===== config.mk =====
export PLATFORM = sky130hd
export DESIGN_NAME = sorted_rational_list_flat
export DESIGN_NICKNAME = d
export VERILOG_FILES = /design/src/rtl/core/srl_pkg.sv /design/src/rtl/core/srl_if.sv /design/src/rtl/core/srl_ram.sv /design/src/rtl/core/srl_cmp_unit.sv /design/src/rtl/core/srl_ctrl.sv /design/src/rtl/core/sorted_rational_list.sv /design/src/flat_wrapper.sv
export SDC_FILE = /design/constraint.sdc
export NUM_CORES = 2
export LEC_CHECK = 0
export BUFFER_PORTS_ARGS = -buffer_cell sky130_fd_sc_hd__buf_2
export CAP_MARGIN = 20
export CELL_PAD_IN_SITES_DETAIL_PLACEMENT = 0
export CELL_PAD_IN_SITES_GLOBAL_PLACEMENT = 1
export CORE_MARGIN = 2
export CORE_UTILIZATION = 35
export DETAILED_ROUTE_END_ITERATION = 8
export PLACE_DENSITY = 0.63
export SLEW_MARGIN = 30
export SYNTH_ARGS = -nofsm -noshare
export SYNTH_HDL_FRONTEND = slang
export SYNTH_SLANG_ARGS = --single-unit

===== constraint.sdc =====
create_clock -name clk -period 11.8 [get_ports clk]
set_input_delay 1.77 -clock clk [delete_from_list [all_inputs] [get_ports clk]]
set_output_delay 1.77 -clock clk [all_outputs]
set_load 0.005 [all_outputs]

===== src/rtl/core/srl_pkg.sv =====
// Package for the sorted fraction list: widths, request/status codes,
// controller states and the fraction sign-normalization helper.
// No dependencies.
`default_nettype none

package srl_pkg;

  // Field widths
  localparam int DATA_W       = 16;            // numerator / denominator
  localparam int KEY_W        = DATA_W + 1;    // after sign moved to numerator
  localparam int PROD_W       = 2 * KEY_W;     // cross product
  localparam int ENTRY_W      = 2 * DATA_W;    // stored {num, den}
  localparam int REQ_W        = 2;
  localparam int STATUS_W     = 3;
  localparam int CFG_W        = 6;
  localparam int CAPACITY_DEF = 32;
  localparam logic [CFG_W-1:0] CFG_RESET = CFG_W'(32);

  typedef enum logic [REQ_W-1:0] {
    REQ_INSERT = 2'd0,
    REQ_REMOVE = 2'd1,
    REQ_SEARCH = 2'd2,
    REQ_DUMP   = 2'd3
  } req_t;

  typedef enum logic [STATUS_W-1:0] {
    ST_OK        = 3'd0,
    ST_DUP       = 3'd1,
    ST_FULL      = 3'd2,
    ST_NOT_FOUND = 3'd3,
    ST_ZERO_DEN  = 3'd4
  } status_t;

  typedef enum logic [3:0] {
    S_IDLE,
    S_BS_RD,
    S_BS_LHS,
    S_BS_RHS,
    S_BS_DEC,
    S_BS_END,
    S_SHIFT,
    S_PUT,
    S_RESP,
    S_DUMP_RD,
    S_DUMP_OUT
  } state_t;

  // Fraction with positive denominator
  typedef struct packed {
    logic signed [KEY_W-1:0] num;
    logic signed [KEY_W-1:0] den;
  } frac_t;

  // Compare unit controls and flags
  typedef struct packed {
    logic load_lhs;
    logic load_rhs;
  } cmp_ctrl_t;

  typedef struct packed {
    logic lt;
    logic eq;
  } cmp_res_t;

  // Move the sign of the denominator into the numerator
  function automatic frac_t norm_frac(logic signed [DATA_W-1:0] n,
                                      logic signed [DATA_W-1:0] d);
    frac_t f;
    if (d < 0) begin
      f.num = -(KEY_W'(n));
      f.den = -(KEY_W'(d));
    end else begin
      f.num = KEY_W'(n);
      f.den = KEY_W'(d);
    end
    return f;
  endfunction

endpackage

`default_nettype wire


===== src/rtl/core/srl_if.sv =====
// Request and response channel interfaces (valid/ready) for the sorted list.
// Depends on srl_pkg.
`default_nettype none

interface srl_req_if;
  import srl_pkg::*;

  logic                     valid;
  logic                     ready;
  logic [REQ_W-1:0]         req_type;
  logic signed [DATA_W-1:0] operand_num;
  logic signed [DATA_W-1:0] operand_den;

  modport source (output valid, req_type, operand_num, operand_den, input ready);
  modport sink   (input valid, req_type, operand_num, operand_den, output ready);
endinterface

interface srl_rsp_if;
  import srl_pkg::*;

  logic                     valid;
  logic                     ready;
  logic [STATUS_W-1:0]      status;
  logic                     found;
  logic signed [DATA_W-1:0] entry_num;
  logic signed [DATA_W-1:0] entry_den;
  logic                     entry_valid;
  logic                     last;

  modport source (output valid, status, found, entry_num, entry_den, entry_valid, last,
                  input ready);
  modport sink   (input valid, status, found, entry_num, entry_den, entry_valid, last,
                  output ready);
endinterface

`default_nettype wire


===== src/rtl/core/srl_ram.sv =====
// Generic single-write, single-read RAM with registered read data.
// No dependencies.
`default_nettype none

module srl_ram #(
  parameter int WIDTH = 32,
  parameter int DEPTH = 32,
  localparam int ADDR_W = (DEPTH > 1) ? $clog2(DEPTH) : 1
) (
  input  logic              clk,
  input  logic              we,
  input  logic [ADDR_W-1:0] waddr,
  input  logic [WIDTH-1:0]  wdata,
  input  logic              re,
  input  logic [ADDR_W-1:0] raddr,
  output logic [WIDTH-1:0]  rdata
);

  logic [WIDTH-1:0] mem [DEPTH];

  always_ff @(posedge clk) begin
    if (we) begin
      mem[waddr] <= wdata;
    end
    if (re) begin
      rdata <= mem[raddr];
    end
  end

endmodule

`default_nettype wire


===== src/rtl/core/srl_cmp_unit.sv =====
// Shared fraction compare unit: one 17x17 multiplier used twice per compare
// (entry_num*key_den, then key_num*entry_den), products registered.
// Depends on srl_pkg.
`default_nettype none

module srl_cmp_unit (
  input  logic                             clk,
  input  srl_pkg::cmp_ctrl_t               ctrl,
  input  logic signed [srl_pkg::DATA_W-1:0] entry_num,
  input  logic signed [srl_pkg::DATA_W-1:0] entry_den,
  input  srl_pkg::frac_t                   key,
  output srl_pkg::cmp_res_t                res
);
  import srl_pkg::*;

  frac_t                   ent;
  logic signed [KEY_W-1:0]  mul_a;
  logic signed [KEY_W-1:0]  mul_b;
  logic signed [PROD_W-1:0] prod;
  logic signed [PROD_W-1:0] lhs;
  logic signed [PROD_W-1:0] rhs;

  assign ent = norm_frac(entry_num, entry_den);

  // Operand select for the single multiplier
  always_comb begin
    if (ctrl.load_lhs) begin
      mul_a = ent.num;
      mul_b = key.den;
    end else begin
      mul_a = key.num;
      mul_b = ent.den;
    end
  end

  assign prod = PROD_W'(mul_a) * PROD_W'(mul_b);

  // Product registers
  always_ff @(posedge clk) begin
    if (ctrl.load_lhs) begin
      lhs <= prod;
    end
    if (ctrl.load_rhs) begin
      rhs <= prod;
    end
  end

  // entry < key, entry == key
  assign res.lt = (lhs < rhs);
  assign res.eq = (lhs == rhs);

endmodule

`default_nettype wire


===== src/rtl/core/srl_ctrl.sv =====
// Sequencer for the sorted list: binary search with the shared compare unit,
// shift of entries through the RAM, dump, and the response output register.
// Depends on srl_pkg, srl_if.
`default_nettype none

module srl_ctrl #(
  parameter int CAPACITY = srl_pkg::CAPACITY_DEF,
  localparam int CNT_W = $clog2(CAPACITY + 1),
  localparam int IDX_W = (CAPACITY > 1) ? $clog2(CAPACITY) : 1
) (
  input  logic                              clk,
  input  logic                              rst,
  srl_req_if.sink                           req,
  srl_rsp_if.source                         rsp,
  input  logic [srl_pkg::CFG_W-1:0]         cap_limit,
  output logic                              ram_we,
  output logic [IDX_W-1:0]                  ram_waddr,
  output logic [srl_pkg::ENTRY_W-1:0]       ram_wdata,
  output logic                              ram_re,
  output logic [IDX_W-1:0]                  ram_raddr,
  input  logic [srl_pkg::ENTRY_W-1:0]       ram_rdata,
  output srl_pkg::cmp_ctrl_t                cmp_ctrl,
  output srl_pkg::frac_t                    key,
  input  srl_pkg::cmp_res_t                 cmp_res
);
  import srl_pkg::*;

  localparam int CMP_W = (CNT_W > CFG_W) ? CNT_W : CFG_W;

  // Control registers
  state_t           state, state_next;
  logic [CNT_W-1:0] count, count_next;
  logic             out_valid, out_valid_next;

  // Working registers
  req_t                     kind, kind_next;
  logic signed [DATA_W-1:0] raw_num, raw_num_next;
  logic signed [DATA_W-1:0] raw_den, raw_den_next;
  frac_t                    key_next;
  logic [CNT_W-1:0]         lo, lo_next;
  logic [CNT_W-1:0]         hi, hi_next;
  logic                     eq, eq_next;
  logic [CNT_W-1:0]         moves, moves_next;
  logic [CNT_W-1:0]         src, src_next;
  logic                     pend, pend_next;
  logic [IDX_W-1:0]         pend_addr, pend_addr_next;
  status_t                  res_status, res_status_next;
  logic                     res_found, res_found_next;

  // Output register
  logic [STATUS_W-1:0]      out_status, out_status_next;
  logic                     out_found, out_found_next;
  logic signed [DATA_W-1:0] out_num, out_num_next;
  logic signed [DATA_W-1:0] out_den, out_den_next;
  logic                     out_evalid, out_evalid_next;
  logic                     out_last, out_last_next;

  logic [CNT_W:0]   mid_sum;
  logic [CNT_W-1:0] mid;
  logic             slot_free;
  logic             full;
  logic             dump_last;
  logic             is_insert;

  assign req.ready       = (state == S_IDLE);
  assign rsp.valid       = out_valid;
  assign rsp.status      = out_status;
  assign rsp.found       = out_found;
  assign rsp.entry_num   = out_num;
  assign rsp.entry_den   = out_den;
  assign rsp.entry_valid = out_evalid;
  assign rsp.last        = out_last;

  assign mid_sum   = {1'b0, lo} + {1'b0, hi};
  assign mid       = mid_sum[CNT_W:1];
  assign slot_free = !out_valid || rsp.ready;
  assign full      = (CMP_W'(count) >= CMP_W'(cap_limit)) || (count == CNT_W'(CAPACITY));
  assign dump_last = ((src + CNT_W'(1)) == count);
  assign is_insert = (kind == REQ_INSERT);

  // Next state and datapath control
  always_comb begin
    state_next      = state;
    count_next      = count;
    kind_next       = kind;
    raw_num_next    = raw_num;
    raw_den_next    = raw_den;
    key_next        = key;
    lo_next         = lo;
    hi_next         = hi;
    eq_next         = eq;
    moves_next      = moves;
    src_next        = src;
    pend_next       = pend;
    pend_addr_next  = pend_addr;
    res_status_next = res_status;
    res_found_next  = res_found;

    out_valid_next  = out_valid && !rsp.ready;
    out_status_next = out_status;
    out_found_next  = out_found;
    out_num_next    = out_num;
    out_den_next    = out_den;
    out_evalid_next = out_evalid;
    out_last_next   = out_last;

    ram_we    = 1'b0;
    ram_waddr = pend_addr;
    ram_wdata = ram_rdata;
    ram_re    = 1'b0;
    ram_raddr = mid[IDX_W-1:0];
    cmp_ctrl  = '0;

    case (state)
      S_IDLE: begin
        if (req.valid) begin
          kind_next      = req_t'(req.req_type);
          raw_num_next   = req.operand_num;
          raw_den_next   = req.operand_den;
          key_next       = norm_frac(req.operand_num, req.operand_den);
          lo_next        = '0;
          hi_next        = count;
          eq_next        = 1'b0;
          src_next       = '0;
          pend_next      = 1'b0;
          res_found_next = 1'b0;
          res_status_next = ST_OK;
          if (req_t'(req.req_type) == REQ_DUMP) begin
            state_next = (count == '0) ? S_RESP : S_DUMP_RD;
          end else if (req.operand_den == '0) begin
            res_status_next = ST_ZERO_DEN;
            state_next      = S_RESP;
          end else if ((req_t'(req.req_type) == REQ_INSERT) && full) begin
            res_status_next = ST_FULL;
            state_next      = S_RESP;
          end else begin
            state_next = S_BS_RD;
          end
        end
      end

      // Binary search for the first entry not below the key
      S_BS_RD: begin
        if (lo < hi) begin
          ram_re     = 1'b1;
          state_next = S_BS_LHS;
        end else begin
          state_next = S_BS_END;
        end
      end

      S_BS_LHS: begin
        cmp_ctrl.load_lhs = 1'b1;
        state_next        = S_BS_RHS;
      end

      S_BS_RHS: begin
        cmp_ctrl.load_rhs = 1'b1;
        state_next        = S_BS_DEC;
      end

      S_BS_DEC: begin
        if (cmp_res.lt) begin
          lo_next = mid + CNT_W'(1);
        end else begin
          hi_next = mid;
          eq_next = cmp_res.eq;
        end
        state_next = S_BS_RD;
      end

      // lo is the order position; eq says the entry there matches
      S_BS_END: begin
        case (kind)
          REQ_SEARCH: begin
            res_status_next = eq ? ST_OK : ST_NOT_FOUND;
            res_found_next  = eq;
            state_next      = S_RESP;
          end
          REQ_INSERT: begin
            if (eq) begin
              res_status_next = ST_DUP;
              state_next      = S_RESP;
            end else begin
              moves_next = count - lo;
              src_next   = count - CNT_W'(1);
              state_next = S_SHIFT;
            end
          end
          default: begin
            if (!eq) begin
              res_status_next = ST_NOT_FOUND;
              state_next      = S_RESP;
            end else begin
              moves_next = count - lo - CNT_W'(1);
              src_next   = lo + CNT_W'(1);
              state_next = S_SHIFT;
            end
          end
        endcase
      end

      // Pipelined move: read one entry per cycle, write it in the following cycle
      S_SHIFT: begin
        if (pend) begin
          ram_we = 1'b1;
        end
        if (moves != '0) begin
          ram_re     = 1'b1;
          ram_raddr  = src[IDX_W-1:0];
          pend_next  = 1'b1;
          moves_next = moves - CNT_W'(1);
          if (is_insert) begin
            pend_addr_next = IDX_W'(src + CNT_W'(1));
            src_next       = src - CNT_W'(1);
          end else begin
            pend_addr_next = IDX_W'(src - CNT_W'(1));
            src_next       = src + CNT_W'(1);
          end
        end else begin
          pend_next = 1'b0;
          if (!pend) begin
            if (is_insert) begin
              state_next = S_PUT;
            end else begin
              count_next = count - CNT_W'(1);
              state_next = S_RESP;
            end
          end
        end
      end

      // Place the new fraction as given
      S_PUT: begin
        ram_we     = 1'b1;
        ram_waddr  = lo[IDX_W-1:0];
        ram_wdata  = {raw_num, raw_den};
        count_next = count + CNT_W'(1);
        state_next = S_RESP;
      end

      // Single-result reply
      S_RESP: begin
        if (slot_free) begin
          out_valid_next  = 1'b1;
          out_status_next = res_status;
          out_found_next  = res_found;
          out_num_next    = '0;
          out_den_next    = '0;
          out_evalid_next = 1'b0;
          out_last_next   = 1'b1;
          state_next      = S_IDLE;
        end
      end

      S_DUMP_RD: begin
        ram_re     = 1'b1;
        ram_raddr  = src[IDX_W-1:0];
        state_next = S_DUMP_OUT;
      end

      S_DUMP_OUT: begin
        if (slot_free) begin
          out_valid_next  = 1'b1;
          out_status_next = ST_OK;
          out_found_next  = 1'b0;
          out_num_next    = ram_rdata[ENTRY_W-1:DATA_W];
          out_den_next    = ram_rdata[DATA_W-1:0];
          out_evalid_next = 1'b1;
          out_last_next   = dump_last;
          if (dump_last) begin
            state_next = S_IDLE;
          end else begin
            src_next   = src + CNT_W'(1);
            state_next = S_DUMP_RD;
          end
        end
      end

      default: begin
        state_next = S_IDLE;
      end
    endcase
  end

  // Control state
  always_ff @(posedge clk) begin
    if (rst) begin
      state     <= S_IDLE;
      count     <= '0;
      out_valid <= 1'b0;
    end else begin
      state     <= state_next;
      count     <= count_next;
      out_valid <= out_valid_next;
    end
  end

  // Payload registers
  always_ff @(posedge clk) begin
    kind       <= kind_next;
    raw_num    <= raw_num_next;
    raw_den    <= raw_den_next;
    key        <= key_next;
    lo         <= lo_next;
    hi         <= hi_next;
    eq         <= eq_next;
    moves      <= moves_next;
    src        <= src_next;
    pend       <= pend_next;
    pend_addr  <= pend_addr_next;
    res_status <= res_status_next;
    res_found  <= res_found_next;
    out_status <= out_status_next;
    out_found  <= out_found_next;
    out_num    <= out_num_next;
    out_den    <= out_den_next;
    out_evalid <= out_evalid_next;
    out_last   <= out_last_next;
  end

endmodule

`default_nettype wire


===== src/rtl/core/sorted_rational_list.sv =====
// Sorted fraction list, top level. Search: each binary-search step is a
// RAM read, two passes through the one multiplier, then decide.
// Insert/remove: search, then the entries behind the slot move one per cycle.
// Dump: RAM read, then output when the slot frees. One request at a time.
// Reset (sync, active high) empties the list and sets the limit to 32;
// stored entries are not cleared, there is no clearing pass.
// Depends on srl_pkg, srl_if, srl_ram, srl_cmp_unit, srl_ctrl.
`default_nettype none

module sorted_rational_list #(
  parameter int CAPACITY = srl_pkg::CAPACITY_DEF
) (
  input  logic                      clk,
  input  logic                      rst,
  srl_req_if.sink                   req,
  srl_rsp_if.source                 rsp,
  input  logic                      cfg_we,
  input  logic [srl_pkg::CFG_W-1:0] cfg_wdata
);
  import srl_pkg::*;

  localparam int IDX_W = (CAPACITY > 1) ? $clog2(CAPACITY) : 1;

  logic [CFG_W-1:0]   cap_limit;
  logic               ram_we;
  logic [IDX_W-1:0]   ram_waddr;
  logic [ENTRY_W-1:0] ram_wdata;
  logic               ram_re;
  logic [IDX_W-1:0]   ram_raddr;
  logic [ENTRY_W-1:0] ram_rdata;
  cmp_ctrl_t          cmp_ctrl;
  cmp_res_t           cmp_res;
  frac_t              key;

  // Capacity limit register
  always_ff @(posedge clk) begin
    if (rst) begin
      cap_limit <= CFG_RESET;
    end else if (cfg_we) begin
      cap_limit <= cfg_wdata;
    end
  end

  // Entry store {num, den}
  srl_ram #(
    .WIDTH (ENTRY_W),
    .DEPTH (CAPACITY)
  ) u_store (
    .clk   (clk),
    .we    (ram_we),
    .waddr (ram_waddr),
    .wdata (ram_wdata),
    .re    (ram_re),
    .raddr (ram_raddr),
    .rdata (ram_rdata)
  );

  srl_cmp_unit u_cmp (
    .clk       (clk),
    .ctrl      (cmp_ctrl),
    .entry_num (ram_rdata[ENTRY_W-1:DATA_W]),
    .entry_den (ram_rdata[DATA_W-1:0]),
    .key       (key),
    .res       (cmp_res)
  );

  srl_ctrl #(
    .CAPACITY (CAPACITY)
  ) u_ctrl (
    .clk       (clk),
    .rst       (rst),
    .req       (req),
    .rsp       (rsp),
    .cap_limit (cap_limit),
    .ram_we    (ram_we),
    .ram_waddr (ram_waddr),
    .ram_wdata (ram_wdata),
    .ram_re    (ram_re),
    .ram_raddr (ram_raddr),
    .ram_rdata (ram_rdata),
    .cmp_ctrl  (cmp_ctrl),
    .key       (key),
    .cmp_res   (cmp_res)
  );

endmodule

`default_nettype wire

===== src/flat_wrapper.sv =====
// flat-port wrapper written by rule: the top's interface ports become plain ports
module sorted_rational_list_flat import srl_pkg::*;
#(
  parameter int CAPACITY = srl_pkg::CAPACITY_DEF
)
  (clk, rst, cfg_we, cfg_wdata, req_valid, req_req_type, req_operand_num, req_operand_den, req_ready, rsp_valid, rsp_status, rsp_found, rsp_entry_num, rsp_entry_den, rsp_entry_valid, rsp_last, rsp_ready);
  srl_req_if req_i ();
  srl_rsp_if rsp_i ();
  input  logic clk;
  input  logic rst;
  input  logic cfg_we;
  input  logic [srl_pkg::CFG_W-1:0] cfg_wdata;
  input wire logic [$bits(req_i.valid)-1:0] req_valid;
  input wire logic [$bits(req_i.req_type)-1:0] req_req_type;
  input wire logic [$bits(req_i.operand_num)-1:0] req_operand_num;
  input wire logic [$bits(req_i.operand_den)-1:0] req_operand_den;
  output wire logic [$bits(req_i.ready)-1:0] req_ready;
  output wire logic [$bits(rsp_i.valid)-1:0] rsp_valid;
  output wire logic [$bits(rsp_i.status)-1:0] rsp_status;
  output wire logic [$bits(rsp_i.found)-1:0] rsp_found;
  output wire logic [$bits(rsp_i.entry_num)-1:0] rsp_entry_num;
  output wire logic [$bits(rsp_i.entry_den)-1:0] rsp_entry_den;
  output wire logic [$bits(rsp_i.entry_valid)-1:0] rsp_entry_valid;
  output wire logic [$bits(rsp_i.last)-1:0] rsp_last;
  input wire logic [$bits(rsp_i.ready)-1:0] rsp_ready;
  assign req_i.valid = req_valid;
  assign req_i.req_type = req_req_type;
  assign req_i.operand_num = req_operand_num;
  assign req_i.operand_den = req_operand_den;
  assign req_ready = req_i.ready;
  assign rsp_valid = rsp_i.valid;
  assign rsp_status = rsp_i.status;
  assign rsp_found = rsp_i.found;
  assign rsp_entry_num = rsp_i.entry_num;
  assign rsp_entry_den = rsp_i.entry_den;
  assign rsp_entry_valid = rsp_i.entry_valid;
  assign rsp_last = rsp_i.last;
  assign rsp_i.ready = rsp_ready;
  sorted_rational_list #(.CAPACITY(CAPACITY)) u_core (.clk(clk), .rst(rst), .req(req_i), .rsp(rsp_i), .cfg_we(cfg_we), .cfg_wdata(cfg_wdata));
endmodule

* Yosys cells after proc, flatten, opt, wreduce, memory -nomap -nowiden
Memories as Yosys holds them, arrays and structs flattened. A register that Yosys moved wholly into a read port is not among the register bits.
Index checks and enable logic that the tools add are counted.
** Word-level totals
- Register bits after elaboration :: 226
- Output and inout bits :: 40
- Word-level logic and storage cells :: 199
- Memories kept :: 1
- Memory bits (writable) :: 1024
- Input bits :: 45
** Memories
- u_core.u_store.mem :: words 32, bits a word 32, read ports 1, clocked after memory_dff 1, wr ports 1, line srl_ram.sv:19 : logic [WIDTH-1:0] mem [DEPTH];
** Operators by class
- Mux-type cells :: 89
- Add/sub/neg operators :: 14
- Reductions and logical operators :: 32
- Eq/ne operators :: 31
- $lt $le $gt $ge :: 5
- $mul :: 1
** Operators by type and width (count)
- $mux W6 :: 16
- $pmux W6 S2 :: 6
- $mux W34 :: 2
- $neg A16 Y17 :: 4
- $pmux W16 S2 :: 2
- $mux W16 :: 3
- $mux W4 :: 12
- $pmux W4 S11 :: 1
- $eq A34 B34 Y1 :: 1
- $lt A34 B34 Y1 :: 1
- $mul A17 B17 Y34 :: 1
- $mux W17 :: 2
- $lt A16 B1 Y1 const B :: 2
- $mux W32 :: 1
- $add A6 B1 Y6 const B :: 4
- $mux W3 :: 8
- $pmux W6 S4 :: 1
- $sub A6 B1 Y6 const B :: 4
- $ne A2 B2 Y1 const B :: 11
- $pmux W3 S2 :: 3
- $mux W1 :: 17
- $eq A4 B3 Y1 const B :: 4
- $logic_not A16 Y1 :: 1
- $mux W5 :: 3
- 33 further kinds :: 62

* Depth between registers and ports, before layout
- Word-level depth :: 8
- Mapped depth :: 31
- Mapped depth without buffers :: 30

* By module
Synthesis repeated with hierarchy kept, for this count alone.
** Unflattened totals
- Cell total of the unflattened synthesis :: 4733
- Area total of the unflattened synthesis :: 64538.1 um^2
** Modules (own cells, without submodules)
- srl_ram :: sequential area each 31710.4 um^2, cells an instance 2260, area an instance 40811.6 um^2, instances 1
- srl_cmp_unit :: sequential area each 2042.0 um^2, cells an instance 1625, area an instance 14964.4 um^2, instances 1
- srl_ctrl :: sequential area each 4394.2 um^2, cells an instance 829, area an instance 8544.4 um^2, instances 1
- sorted_rational_list :: sequential area each 120.1 um^2, cells an instance 19, area an instance 217.7 um^2, instances 1

* Worst setup path after synthesis
No wires, ideal clock.
- Path type :: register to register
- Start :: register u_core.u_ctrl.state[3]
- End :: register u_core.u_cmp.lhs[31] (data pin)
- Data arrival time :: 8255 ps
- Clock period less this slack :: 8517 ps
- Required time :: 11538 ps
- Buffers on the path :: 4
- Path slack :: 3283 ps
- Setup time :: 262 ps
- Cell stages (with the launch flop) :: 29
- Cells stage by stage :: dfxtp_1 or2_1 clkbuf_1 nor2_1 clkbuf_1 buf_1 clkbuf_1 a21o_1 nor2_1 fa_1 inv_1 fa_1 fa_1 inv_1 fa_1 fa_1 inv_1 fa_1 inv_1 ha_1 a21oi_1 o21ai_1 a221o_1 or3_1 o211a_1 o21a_1 o21ai_1 nor2b_1 xnor2_1
** On the way
- Longest elaborated chain between the ends :: 4
- Elaborated cells between the ends (all ways) :: 5
- Those cells by class :: mul: 1; eq/ne: 1; mux: 3
** Ends and longest elaborated chain
- start, declared :: line srl_ctrl.sv:31 : state_t state, state_next;
- start signal, assigned :: line srl_ctrl.sv:293 : state <= state_next;
- $eq A4 B2 Y1 (*) :: line srl_ctrl.sv:114 : case (state)
- $mux W1 (*) :: line srl_ctrl.sv:114
- $mux W17 :: line srl_cmp_unit.sv:27 : if (ctrl.load_lhs) begin
- $mul A17 B17 Y34 (*) :: line srl_cmp_unit.sv:36 : assign prod = PROD_W'(mul_a) * PROD_W'(mul_b);
- via u_core.u_cmp.prod[31] :: line srl_cmp_unit.sv:19 : logic signed [PROD_W-1:0] prod;
- end signal, assigned :: line srl_cmp_unit.sv:41 : lhs <= prod;
- end, declared :: line srl_cmp_unit.sv:20 : logic signed [PROD_W-1:0] lhs;
Mark *: on every way through the listed nets, which the timed path passes. The rest lies on a longest branch.
A chain may end at the register's enable or synchronous reset.

* Worst setup path in the final report
- Start :: register u_core.u_ctrl.state[1]
- End :: register u_core.u_cmp.lhs[31] (data pin)
The elaborated chain is that of the path after synthesis.

==> results_dict.tcl <==
set metrics [dict create \
    status "finished, final reports clean" \
    cap_violations 0 \
    wl_per_cell_um 25.38 \
    rsz0062_at_grt "false" \
    die_x_um 425.7 \
    floorplan.core_area_um2 176300 \
    drt-vias-per-instance 5.172 \
    min_path_type "reg2reg" \
    iteration_0_drc_markers 3270 \
    number_of_flops_mapped_to_enable_cells_by_yosys 1263 \
    tns_ns 0 \
    min_period_over_period_pct 75.08 \
    crit_path_start_kind "flop" \
    grt_pass1_vias 35100 \
    setup.worst_path.class "reg2reg" \
    syn_area_um2 62230 \
    yosysSeqAreaShare_pct 61.50 \
    clock.fmax_mhz 112.9 \
    synthCells 4035 \
    design.portCount 85 \
    worst_slew_pin_slew_ns 0.9961 \
    avgSynthCellArea_um2 15.42 \
    final_core_utilization_pct 40.13 \
    h-tree-depth 4 \
    global_route_wire_length_before_repair_um 244700 \
    grt_max_degree 134 \
    dp_hpwl_um 102000 \
    routed_wirelength_um 168500 \
    preCtsSetupSlack_ns 2.862 \
    globalRouteOverflowTotal 0 \
    core.rowCount 154 \
    cts_max_path_buffers 3 \
    r2r-start "u_core.u_ctrl.state[1]$_SDFFE_PP0P_" \
    die_height_um 425.7 \
    ys_types 71 \
    mappedNetlistNets 4531 \
    holdCritStartpoint "u_core.cap_limit[3]$_SDFFE_PP0P_" \
    clkSlewWorstSetupHoldPaths_ns 0.06 \
    number_of_antenna_violations_at_the_first_check_in_global_routing 18 \
    area_grow_syn2layout_pct 13.70 \
    critPathArrivalTime_ns 9.39 \
    initial_utilization_pct 35.29 \
    final_max_slew_viol_count 0 \
    tritoncts "built" \
    place.port_buffers 84 \
    cts_inserted_buffers 139 \
    final_net_count 4681 \
    drc 0 \
    async_reset_ff_share_pct 0 \
    cts_hold_buffers 0 \
    route.antenna.remaining_nets 0 \
    required_arrival_time_at_the_worst_endpoint_ns 12.33 \
    setup_viol_count_final 0 \
    cp-end-kind "flop" \
    cts_root_buffer "sky130_fd_sc_hd__clkbuf_16" \
    yosysWarnings 0 \
    critPathMaxFanout 47 \
    postCtsSetupRepairBufs 0 \
    fin_worst_hold_slack_ns 0.4949 \
    synth_ff_type "sky130_fd_sc_hd__edfxtp_1" \
    tritoncts_num_sinks 1280 \
    detailroute.via_count 34340 \
    postSynthRegisterBits 1280 \
    worst_slew_margin_rel_pct 32.98 \
    report.final.hold_viol_count 0 \
    firstDrtPassIters 7 \
    worst_skew_late_latency_ns 0.80 \
    routabilityCongestion 0.8420 \
    timing.critical_path.from "u_core.u_ctrl.state[1]$_SDFFE_PP0P_" \
    final_critical_path_setup_slack_ns 2.940 \
    finalClockSkew_ns 0.06508 \
    grt.total_usage_pct 18.61 \
    die_footprint_um2 181200 \
    post_cts_resize_count 0 \
    drive_gt1_share_pct 17.00 \
    period_needed_ns 8.860 \
]
==> path summary, 6_finish.rpt <==
path	endpoint	slack (ns)	cells after the start
setup / recovery	u_core.u_cmp.lhs[31]$_DFFE_PP_	2.94	24
hold reg to reg	u_core.cap_limit[3]$_SDFFE_PP0P_	0.49	2
hold / removal	u_core.cap_limit[3]$_SDFFE_PP0P_	0.49	2
setup reg to reg	u_core.u_cmp.lhs[31]$_DFFE_PP_	2.94	24
==> through the flow <==
| step | cells | instance area, um^2 |
|---|---|---|
| after detailed placement | 6383 | 66040 |
| after global routing | 6636 | 70750 |
| after floorplan | 4035 | 62230 |
| final | 6638 | 70750 |
| after global placement | 6382 | 65950 |
| after CTS | 6632 | 70660 |
==> routing by layer <==
layer | part of all wire, % | track usage (%) | up-vias
li1 | - | - | 15100
met1 | 42 | 24.92 | 17870
met2 | 49 | 31.33 | 1124
met3 | 5.9 | 2.866 | 241
met4 | 2.7 | 5.471 | 0
met5 | 0 | 0 | -
==> area by class of cell <==
cell class | count | area [um^2]
fill | 16050 | 105600
clock inverter | 88 | 1007
inverter | 440 | 1653
clock buffer | 161 | 3612
sequential | 1280 | 38270
antenna | 5 | 12.51
multi-input combinational | 2154 | 22130
tap | 2340 | 2928
timing repair buffer | 170 | 1144
==> critical path, stage by stage, from the launching register on <==
cell	delay [ns]
sky130_fd_sc_hd__dfxtp_1	0.62
sky130_fd_sc_hd__nand2b_1	0.25
sky130_fd_sc_hd__nor2_4	0.54
sky130_fd_sc_hd__buf_4	0.52
sky130_fd_sc_hd__nor2_1	0.16
sky130_fd_sc_hd__nor2_1	0.62
sky130_fd_sc_hd__nand2_1	0.32
sky130_fd_sc_hd__fa_1	0.78
sky130_fd_sc_hd__fa_1	0.45
sky130_fd_sc_hd__inv_1	0.33
sky130_fd_sc_hd__fa_1	0.52
sky130_fd_sc_hd__fa_1	0.52
sky130_fd_sc_hd__fa_1	0.50
sky130_fd_sc_hd__inv_1	0.05
sky130_fd_sc_hd__fa_1	0.47
sky130_fd_sc_hd__inv_1	0.04
sky130_fd_sc_hd__ha_1	0.34
sky130_fd_sc_hd__a21o_1	0.18
sky130_fd_sc_hd__a21o_1	0.18
sky130_fd_sc_hd__or3_1	0.34
sky130_fd_sc_hd__o211a_1	0.24
sky130_fd_sc_hd__o21a_1	0.19
sky130_fd_sc_hd__o21ai_1	0.15
sky130_fd_sc_hd__nor2b_1	0.18
sky130_fd_sc_hd__xnor2_1	0.09
==> synth_stat cells (all sizes together), types with 15 or more instances <==
master / instances / area [um^2]
o22ai: 131 / 819.5
edfxtp: 1263 / 37930
a21oi: 78 / 390.4
nand3: 24 / 120.1
or3: 22 / 137.6
nand2: 313 / 1175
xor2: 52 / 455.4
and2: 55 / 344.1
buf: 52 / 244.0
nor2: 283 / 1070
clkbuf: 109 / 409.1
ha: 153 / 1914
dfxtp: 17 / 340.3
mux2i: 17 / 170.2
nor2b: 15 / 93.84
o21ai: 80 / 400.4
nand2b: 29 / 181.4
a21o: 45 / 337.8
xnor2: 85 / 744.5
nor3: 20 / 100.1
inv: 439 / 1648
o31ai: 24 / 180.2
mux4: 256 / 5766
nor4: 42 / 262.8
fa: 298 / 5966
==> cells by family after synthesis <==
family                   count (synthesis)  synth area share [%]
AND/OR/NAND/NOR                        854                 6.187
other                                    1              0.006026
adder cells (fa/ha/maj)                451                 12.66
buffers and inverters                  601                 3.704
flip-flops                            1280                 61.50
multiplexers                           275                 9.575
AO/OA/AOI/OAI                          436                 4.440
XOR/XNOR                               137                 1.928
==> state kept, by name, summed over array words and instances, names as in the netlist, 15 cells and up <==
signal                       count
u_core.u_ctrl.raw_num           15
u_core.u_ctrl.rsp.entry_den     16
u_core.u_ctrl.raw_den           16
u_core.u_cmp.lhs                34
u_core.u_store.mem            1024
u_core.u_ctrl.rsp.entry_num     16
u_core.u_ctrl.key               33
u_core.u_store.rdata            32
u_core.u_cmp.rhs                34
==> placed cells by master (no fill, tap or decap), types with 78 or more instances in the layout <==
master and instances:
sky130_fd_sc_hd__mux4_2 256, sky130_fd_sc_hd__clkbuf_16 140, sky130_fd_sc_hd__buf_4 81, sky130_fd_sc_hd__nor2_1 247
sky130_fd_sc_hd__o22ai_1 131, sky130_fd_sc_hd__edfxtp_1 1263, sky130_fd_sc_hd__nand2_1 284, sky130_fd_sc_hd__inv_1 429
sky130_fd_sc_hd__a21oi_1 78, sky130_fd_sc_hd__xnor2_1 85, sky130_fd_sc_hd__buf_2 84, sky130_fd_sc_hd__fa_1 298
sky130_fd_sc_hd__ha_1 153
Power is not shown: default switching activity piles up to over one toggle a cycle in this logic, so the estimate is an artifact.
